### config.mk
export PLATFORM = sky130hd
export DESIGN_NAME = tdsppm_div
export DESIGN_NICKNAME = d
export VERILOG_FILES = /design/src/tdsppm_pkg.sv /design/src/tdsppm_div.sv
export SDC_FILE = /design/constraint.sdc
export NUM_CORES = 2
export LEC_CHECK = 0
export BUFFER_PORTS_ARGS = -buffer_cell sky130_fd_sc_hd__buf_2
export CORE_ASPECT_RATIO = 1.5
export CORE_MARGIN = 2
export CORE_UTILIZATION = 50
export DETAILED_ROUTE_END_ITERATION = 8
export GPL_ROUTABILITY_DRIVEN = 0
export GPL_TIMING_DRIVEN = 0
export MAX_ROUTING_LAYER = met4
export PLACE_DENSITY = 0.67
export SKIP_CTS_REPAIR_TIMING = 1
export SLEW_MARGIN = 30
export SYNTH_ARGS = -nofsm -noshare
export SYNTH_HDL_FRONTEND = slang
export SYNTH_SLANG_ARGS = --single-unit
### constraint.sdc
create_clock -name clk -period 13.46 [get_ports clk]
set_clock_uncertainty 0.2 [all_clocks]
set_input_delay 0.673 -clock clk [delete_from_list [all_inputs] [get_ports clk]]
set_output_delay 0.673 -clock clk [all_outputs]
set_load 0.01 [all_outputs]
### src/tdsppm_pkg.sv
// shared types, widths and codes for the temperature compensated tds unit
package tdsppm_pkg;

    // input field widths
    localparam int VOLT_BITS = 12;
    localparam int TEMP_BITS = 12;
    // 400 + temperature stays within 1..2447 when positive
    localparam int D_BITS    = 12;
    localparam int D_REF     = 400;

    // configuration registers
    localparam int CUBIC_W   = 16;
    localparam int SQUARE_W  = 16;
    localparam int LINEAR_W  = 17;
    localparam int CFG_W     = 17;
    localparam int CFG_IDX_W = 2;

    localparam logic [CFG_IDX_W-1:0] REG_CUBIC  = 2'd0;
    localparam logic [CFG_IDX_W-1:0] REG_SQUARE = 2'd1;
    localparam logic [CFG_IDX_W-1:0] REG_LINEAR = 2'd2;

    localparam logic [CUBIC_W-1:0]  CUBIC_RST  = 16'd13342;
    localparam logic [SQUARE_W-1:0] SQUARE_RST = 16'd25586;
    localparam logic [LINEAR_W-1:0] LINEAR_RST = 17'd85739;

    // result fields
    localparam int PPM_W  = 16;
    localparam int COND_W = 17;
    localparam int STAT_W = 2;

    localparam logic [STAT_W-1:0] STAT_OK       = 2'd0;
    localparam logic [STAT_W-1:0] STAT_VOLT_BAD = 2'd1;
    localparam logic [STAT_W-1:0] STAT_TEMP_BAD = 2'd2;

    // ppm = round(v * p / (6250 * d^3)),
    // p = 16*a*v^2 - 20*b*v*d + 25*l*d^2
    localparam int VV_W  = 2 * VOLT_BITS;
    localparam int VD_W  = VOLT_BITS + D_BITS;
    localparam int DD_W  = 2 * D_BITS;
    localparam int D3_W  = 3 * D_BITS;
    localparam int TA_W  = CUBIC_W + VV_W;
    localparam int TB_W  = SQUARE_W + VD_W;
    localparam int TL_W  = LINEAR_W + DD_W;
    localparam int PA_W  = ((TA_W + 4 > TL_W + 5) ? TA_W + 4 : TL_W + 5) + 1;
    localparam int PB_W  = TB_W + 5;
    localparam int CMP_W = (PA_W > PB_W) ? PA_W : PB_W;
    localparam int P_W   = PA_W;
    localparam int P_LO_W = 32;
    localparam int P_HI_W = P_W - P_LO_W;
    localparam int MLO_W = VOLT_BITS + P_LO_W;
    localparam int MHI_W = VOLT_BITS + P_HI_W;
    localparam int NUM_W = VOLT_BITS + P_W;
    localparam int DEN_SCALE = 6250;
    localparam int DEN_W = D3_W + 13;
    localparam int T_W   = ((NUM_W + 1 > DEN_W) ? NUM_W + 1 : DEN_W) + 1;
    localparam int R_W   = (T_W > DEN_W + PPM_W + 1) ? T_W : DEN_W + PPM_W + 1;

    localparam int POLY_STAGES = 8;
    localparam int DIV_STAGES  = PPM_W + 2;

    typedef struct packed {
        logic [VOLT_BITS-1:0]        volts_mv;
        logic                        volts_valid;
        logic signed [TEMP_BITS-1:0] temp_sixteenths;
        logic                        temp_valid;
    } sample_t;

    typedef struct packed {
        logic [PPM_W-1:0]  ppm_out;
        logic [COND_W-1:0] conductivity_us;
        logic [STAT_W-1:0] status;
    } result_t;

    typedef struct packed {
        logic [CUBIC_W-1:0]  cubic;
        logic [SQUARE_W-1:0] square;
        logic [LINEAR_W-1:0] linear;
    } coef_t;

    // rounding dividend t = 2*v*p + den, quotient t / (2*den)
    typedef struct packed {
        logic [T_W-1:0]    t;
        logic [DEN_W-1:0]  den;
        logic [STAT_W-1:0] status;
    } frac_t;

endpackage

### src/tdsppm_div.sv
// pipelined restoring divider, one quotient bit per stage, with saturation
module tdsppm_div
(
    input  logic                  clk,
    input  logic                  rst_n,
    input  tdsppm_pkg::frac_t     frac,
    input  logic                  frac_valid,
    output logic                  frac_ready,
    output logic [tdsppm_pkg::PPM_W-1:0]  ppm,
    output logic [tdsppm_pkg::STAT_W-1:0] status,
    output logic                  ppm_valid,
    input  logic                  ppm_ready
);

    localparam int N   = tdsppm_pkg::DIV_STAGES;
    localparam int QW  = tdsppm_pkg::PPM_W;
    localparam int RW  = tdsppm_pkg::R_W;
    localparam int D2W = tdsppm_pkg::DEN_W + 1;
    localparam int SW  = tdsppm_pkg::STAT_W;

    logic [N-1:0] vld_reg;
    logic [N:0]   adv;

    // stages 0..QW hold a partial remainder, the last one the result
    logic [RW-1:0]  rem_reg  [QW+1];
    logic [RW-1:0]  rem_next [QW+1];
    logic [QW-1:0]  quo_reg  [QW+1];
    logic [QW-1:0]  quo_next [QW+1];
    logic [D2W-1:0] d2_reg   [QW+1];
    logic [D2W-1:0] d2_next  [QW+1];
    logic [QW:0]    sat_reg;
    logic [QW:0]    sat_next;
    logic [SW-1:0]  st_reg   [N];
    logic [QW-1:0]  ppm_reg, ppm_next;
    logic [RW-1:0]  step [QW+1];
    logic [QW:0]    ge;

    always_comb
    begin
        adv[N] = ppm_ready;
        for (int i = N - 1; i >= 0; i--)
        begin
            adv[i] = !vld_reg[i] || adv[i+1];
        end
    end

    assign frac_ready = adv[0];

    always_ff @(posedge clk or negedge rst_n)
    begin
        if (!rst_n)
        begin
            vld_reg <= '0;
        end
        else
        begin
            if (adv[0])
            begin
                vld_reg[0] <= frac_valid;
            end
            for (int i = 1; i < N; i++)
            begin
                if (adv[i])
                begin
                    vld_reg[i] <= vld_reg[i-1];
                end
            end
        end
    end

    always_comb
    begin
        // entry: quotient of 2^16 or more saturates
        rem_next[0] = RW'(frac.t);
        d2_next[0]  = {frac.den, 1'b0};
        quo_next[0] = '0;
        sat_next[0] = RW'(frac.t) >= (RW'(frac.den) << (QW + 1));
        step[0]     = '0;
        ge[0]       = 1'b0;
        for (int k = 1; k <= QW; k++)
        begin
            step[k]     = RW'(d2_reg[k-1]) << (QW - k);
            ge[k]       = rem_reg[k-1] >= step[k];
            rem_next[k] = ge[k] ? rem_reg[k-1] - step[k] : rem_reg[k-1];
            quo_next[k] = {quo_reg[k-1][QW-2:0], ge[k]};
            d2_next[k]  = d2_reg[k-1];
            sat_next[k] = sat_reg[k-1];
        end
        if (st_reg[QW] != tdsppm_pkg::STAT_OK)
        begin
            ppm_next = '0;
        end
        else if (sat_reg[QW])
        begin
            ppm_next = '1;
        end
        else
        begin
            ppm_next = quo_reg[QW];
        end
    end

    always_ff @(posedge clk)
    begin
        if (adv[0])
        begin
            st_reg[0] <= frac.status;
        end
        for (int k = 0; k <= QW; k++)
        begin
            if (adv[k])
            begin
                rem_reg[k] <= rem_next[k];
                quo_reg[k] <= quo_next[k];
                d2_reg[k]  <= d2_next[k];
                sat_reg[k] <= sat_next[k];
            end
        end
        for (int k = 1; k < N; k++)
        begin
            if (adv[k])
            begin
                st_reg[k] <= st_reg[k-1];
            end
        end
        if (adv[N-1])
        begin
            ppm_reg <= ppm_next;
        end
    end

    assign ppm       = ppm_reg;
    assign status    = st_reg[N-1];
    assign ppm_valid = vld_reg[N-1];

endmodule

---- After elaboration in Yosys (flattened, before gate mapping) ----
Memories as Yosys holds them, arrays and structs flattened.
Cells that the tools add are included.
word-level totals
  register bits ........................... 51
  memory bits (writable) .................. 2280
  input port bits ......................... 116
  output and inout bits ................... 20
  word-level logic and storage cells ...... 163
  memories kept ........................... 4
memory list
  memory   words  bits a word  rd ports  clocked after memory_dff  write ports  RTL line          RTL
  rem_reg  17     66           16        0                         17           tdsppm_div.sv:25  logic [RW-1:0] rem_reg [QW+1];
  d2_reg   17     50           16        0                         17           tdsppm_div.sv:29  logic [D2W-1:0] d2_reg [QW+1];
  quo_reg  17     16           17        0                         17           tdsppm_div.sv:27  logic [QW-1:0] quo_reg [QW+1];
  st_reg   18     2            18        0                         18           tdsppm_div.sv:33  logic [SW-1:0] st_reg [N];
cells by class
  add/subtract/negate cells ............... 16
  order comparisons ....................... 17
  multiplexer cells ....................... 53
  reduce and logical (&&, ||, !) cells .... 37
operators by type and width
  operator                                                        count
  66-bit two-way mux                                              16
  61-bit by 66-bit greater-or-equal comparator with 1-bit output  1
  66-bit by 50-bit greater-or-equal comparator with 1-bit output  1
  66-bit by 51-bit greater-or-equal comparator with 1-bit output  1
  66-bit by 52-bit greater-or-equal comparator with 1-bit output  1
  66-bit by 53-bit greater-or-equal comparator with 1-bit output  1
  66-bit by 54-bit greater-or-equal comparator with 1-bit output  1
  66-bit by 55-bit greater-or-equal comparator with 1-bit output  1
  66-bit by 56-bit greater-or-equal comparator with 1-bit output  1
  66-bit by 57-bit greater-or-equal comparator with 1-bit output  1
  66-bit by 58-bit greater-or-equal comparator with 1-bit output  1
  66-bit by 59-bit greater-or-equal comparator with 1-bit output  1
  66-bit by 60-bit greater-or-equal comparator with 1-bit output  1
  66-bit by 61-bit greater-or-equal comparator with 1-bit output  1
  66-bit by 62-bit greater-or-equal comparator with 1-bit output  1
  66-bit by 63-bit greater-or-equal comparator with 1-bit output  1
  66-bit by 64-bit greater-or-equal comparator with 1-bit output  1
  66-bit by 65-bit greater-or-equal comparator with 1-bit output  1
  66-bit by 50-bit subtractor with 66-bit output                  1
  66-bit by 51-bit subtractor with 66-bit output                  1
  66-bit by 52-bit subtractor with 66-bit output                  1
  66-bit by 53-bit subtractor with 66-bit output                  1
  66-bit by 54-bit subtractor with 66-bit output                  1
  66-bit by 55-bit subtractor with 66-bit output                  1
  other kinds (15)                                                84

---- Logic depth before layout (Yosys ltp) ----
  word-level depth ........................ 21
  depth in mapped cells ................... 16
  gate-level depth less buffers ........... 15

---- Least setup slack after synthesis ----
No wires, ideal clock.
  path type ............................... in2reg
  start point ............................. input ppm_ready
  end point ............................... memory d2_reg[0][10] (netlist name) (enable)
  setup time .............................. 1.334 ns
  arrival ................................. 9.106 ns
  data required time ...................... 11.926 ns
  setup slack ............................. 2.820 ns
  stages .................................. 10
  path buffers ............................ 0
  cell sequence ........................... nor2b_1 nand2_1 nor2_1 nand3_1 nor2_1 and3_1 and3_1 and3_1 and3_1 nand3_1
RTL lines
  element      RTL line          RTL
  from (decl)  tdsppm_div.sv:12  input logic ppm_ready
  to (decl)    tdsppm_div.sv:29

---- Final worst setup path ----
  start point ............................. register vld_reg[17]
  end point ............................... output frac_ready
on the way
  word-level cells in the longest chain between the ends .. 19
ends and longest elaborated chain
  element                            RTL line          RTL
  from (decl)                        tdsppm_div.sv:21  logic [N-1:0] vld_reg;
  from (signal, indexed assignment)  tdsppm_div.sv:65  vld_reg[i] <= vld_reg[i-1];
  1-bit logical NOT                  tdsppm_div.sv:43  adv[i] = !vld_reg[i] || adv[i+1];
  1-bit logical OR (2 in a row)      tdsppm_div.sv:43
  named net adv[16]                  tdsppm_div.sv:22  logic [N:0] adv;
  1-bit logical OR (5 in a row)      tdsppm_div.sv:43
  named net adv[11]                  tdsppm_div.sv:22
  1-bit logical OR (11 in a row)     tdsppm_div.sv:43
  to (decl)                          tdsppm_div.sv:8   output logic frac_ready,
The timed path passes the listed nets, and every way through them passes these cells.

==> load_flow_metrics.sql <==
INSERT INTO impl_metrics (metric_group, metric, value, unit) VALUES
('run_status', 'outcome', 'finished, violations left', ''),
('run_status', 'violations', 'design-rule violations', ''),
('critical_path', 'crit-reg2reg-launch', 'd2_reg[0][407]', ''),
('cells_and_area', 'register_area', '61710', 'um^2'),
('synth', 'synth_edf_count', '2040', ''),
('pwr', 'power_density_cells', '236.1', 'nW/um^2'),
('critical_path', 'worst-setup-path-type', 'flip-flop to primary output', ''),
('synth', 'synth_top_cell_by_area', 'edfxtp_1', ''),
('routing', 'num_vias', '88590', ''),
('synth', 'dominantRegCellSynth', 'edfxtp_1', ''),
('timing', 'rsz0062_at_grt', 'no', ''),
('floorplan', 'design.core.area', '237300', 'um^2'),
('cells_and_area', 'layout.cells.most_common_list', '2040 x edfxtp_1, 1162 x a21oi_1, 1011 x inv_1', ''),
('timing', 'tightestPinTransition', '1.212', 'ns'),
('synth', 'synthesis.yosys.warnings', '0', ''),
('placement', 'place.port_buffers', '135', ''),
('cells_and_area', 'final_core_utilization', '56.17', '%'),
('synth', 'ys_ff_latch', '2058', ''),
('critical_path', 'rr_worst_depth', '14', ''),
('critical_path', 'crit_path_end_kind', 'primary output', ''),
('placement', 'hpwlAfterDp', '270800', 'um'),
('synth', 'synth-seq-area-share', '51.75', '%'),
('critical_path', 'required_time_of_the_worst_setup_path', '12.59', 'ns'),
('critical_path', 'arr_time_crit_path', '6.82', 'ns'),
('floorplan', 'io-pin-count', '136', ''),
('critical_path', 'crit_end', 'frac_ready', ''),
('synth', 'synth-async-reset-ratio', '0.8746', '%'),
('critical_path', 'cp-startpoint', 'vld_reg[17]', ''),
('critical_path', 'crit_path_start_kind', 'flip-flop', ''),
('pwr', 'max-vdd-ir-drop', '0.1268', 'mV'),
('global_routing', 'largest_net_degree_at_the_start_of_global_routing', '103', ''),
('timing', 'setup_viol_count_final', '0', ''),
('flow_run', 'drv.max_cap_violation_count', '0', ''),
('routing', 'detail_route.wirelength', '346400', 'um'),
('cells_and_area', 'final_design_area_no_fill', '133300', 'um^2'),
('floorplan', 'floorplan.die.height', '602.1', 'um'),
('timing', 'clock.fmax', '130.0', 'MHz'),
('global_routing', 'antenna_found_initial', '36', ''),
('clocking', 'root_buffer', 'clkbuf_16', ''),
('synth', 'synthesis.area', '119200', 'um^2'),
('critical_path', 'critPathMaxFanout', '50', ''),
('clocking', 'cts.clk_slew.worst_paths', '0.06', 'ns'),
('cells_and_area', 'final.fill_count', '19450', ''),
('routing', 'drt_pass1_iterations', '8', ''),
('timing', 'finalCriticalPeriod', '7.690', 'ns'),
('cells_and_area', 'largest_register_ffs', '1051', ''),
('global_routing', 'grtUsageTotal', '28.74', '%'),
('timing', 'report.final.hold_viol_count', '0', ''),
('global_routing', 'globalRoute.totalOverflow', '0', ''),
('global_routing', 'met2_usage', '52.90', '%'),
('cells_and_area', 'mostFrequentLayoutCell', 'edfxtp_1', ''),
('worst_hold_path', 'class_of_the_most_critical_hold_timing_path', 'input pin to asynchronous set/reset pin', ''),
('routing', 'drt-wirelength-per-cell', '23.08', 'um'),
('synth', 'yosys-top-cells-area', 'edfxtp_1 51%, ha_1 8.6%, a21oi_1 4.9%', ''),
('routing', 'dr.first_iter.drc_count', '6540', ''),
('floorplan', 'floorplan.initialDensity', '50.25', '%'),
('clocking', 'htree_levels', '4', ''),
('timing', 'final_max_slew_viol_count', '0', ''),
('timing', 'final.period_utilization', '57.14', '%'),
('cells_and_area', 'syn2layout_area_growth', '11.79', '%'),
('timing', 'maxSlewHeadroom', '19.17', '%'),
('floorplan', 'dieWidth', '402.7', 'um'),
('clocking', 'numCtsBuffers', '209', ''),
('global_routing', 'met1_usage', '21.67', '%'),
('global_routing', 'grt_pass1_wl', '510000', 'um'),
('routing', 'route.detailed.drc', '2', ''),
('synth', 'synth.avg_cell_area', '10.66', 'um^2'),
('cells_and_area', 'layout-drive-gt1-share', '7.933', '%'),
('synth', 'syn_inst', '11190', ''),
('cells_and_area', 'finalNetCount', '12650', ''),
('critical_path', 'worst_r2r_endpoint', 'rem_reg[0][608]', '');
## worst min path at each step
| stage | slack [ns] | cells past startpoint | end |
|---|---|---|---|
| 6_report | 0.03 | 2 | vld_reg[4] |
| 5_1_grt | 0.08 | 3 | vld_reg[17] |
| 4_1_cts | -0.51 | 1 | vld_reg[4] |
| 3_5_place_dp | 0.20 | 0 | quo_reg[0][152] |
| 3_3_place_gp | 0.20 | 0 | quo_reg[0][180] |
| 2_1_floorplan | 0.18 | 0 | vld_reg[0] |
## critical path, stage by stage, from the launching register on
cell	delay [ns]
dfrtp_1	0.33
nor2b_1	0.42
nand2_2	0.43
nor2_1	0.72
nand3_4	0.53
nor2_1	0.66
and3_1	0.47
and3_1	0.41
and3_1	0.39
and3_1	0.43
nand3_4	0.30
buf_12	0.29
buf_12	0.22
buf_2	0.18
## cell type report
| cell class | instances | area share (%) |
|---|---|---|
| sequential | 2058 | 46.29 |
| multi-input combinational | 7732 | 39.34 |
| clock buffer | 255 | 4.129 |
| tap | 3094 | 2.904 |
| inverter | 1021 | 2.903 |
| timing repair buffer | 298 | 1.982 |
| buffer | 376 | 1.203 |
| clock inverter | 122 | 1.140 |
| antenna | 57 | 0.1070 |
## logic make-up after synthesis
group	synth area share, %
flip-flops	51.75
buffers and inverters	4.551
AO/OA/AOI/OAI	16.25
XOR/XNOR	5.685
adder cells (fa/ha/maj)	8.898
multiplexers	1.484
AND/OR/NAND/NOR	11.38
## synthesized netlist by cell type (all sizes together) (15+ instances only)
cell / number
a2111oi: 28
a211o: 25
a211oi: 70
a21boi: 35
a21o: 441
a21oi: 1172
a221oi: 31
a31o: 22
a31oi: 96
a41oi: 17
and2: 45
and3: 65
and4: 22
buf: 122
clkbuf: 254
dfrtp: 18
edfxtp: 2040
fa: 15
ha: 824
inv: 1021
mux2: 150
nand2: 821
nand2b: 122
nand3: 171
nand3b: 17
nand4: 196
nor2: 840
nor2b: 110
nor3: 151
nor3b: 19
nor4: 98
o2111ai: 17
o211ai: 56
o21a: 117
o21ai: 679
o21bai: 110
o31a: 25
o31ai: 45
or2: 30
or3: 56
or4: 32
xnor2: 447
xor2: 327
## through the flow
stage / setup TNS [ns] / std cells
6_report: 0 / 15010
5_1_grt: 0 / 15000
4_1_cts: 0 / 14840
3_5_place_dp: 0 / 14460
3_3_place_gp: -29.55 / 14420
2_1_floorplan: 0 / 11190
## where the power goes
part	internal [W]	leakage, nW	switching, W
sequential	0.00969	21.5	0.00120
combinational	0.00567	30.3	0.00895
clock	0.00352	3.39	0.00243
## routing by layer
layer  part of all wire, %  vias up  routed length [um]
met1                    28    41370               98480
met4                    13        0               46420
met3                   4.9     1678               16950
met2                    53     3477              184600
met5                     0        -                   0
li1                      -    42060                   -
Power figures use the tool's default switching activity.
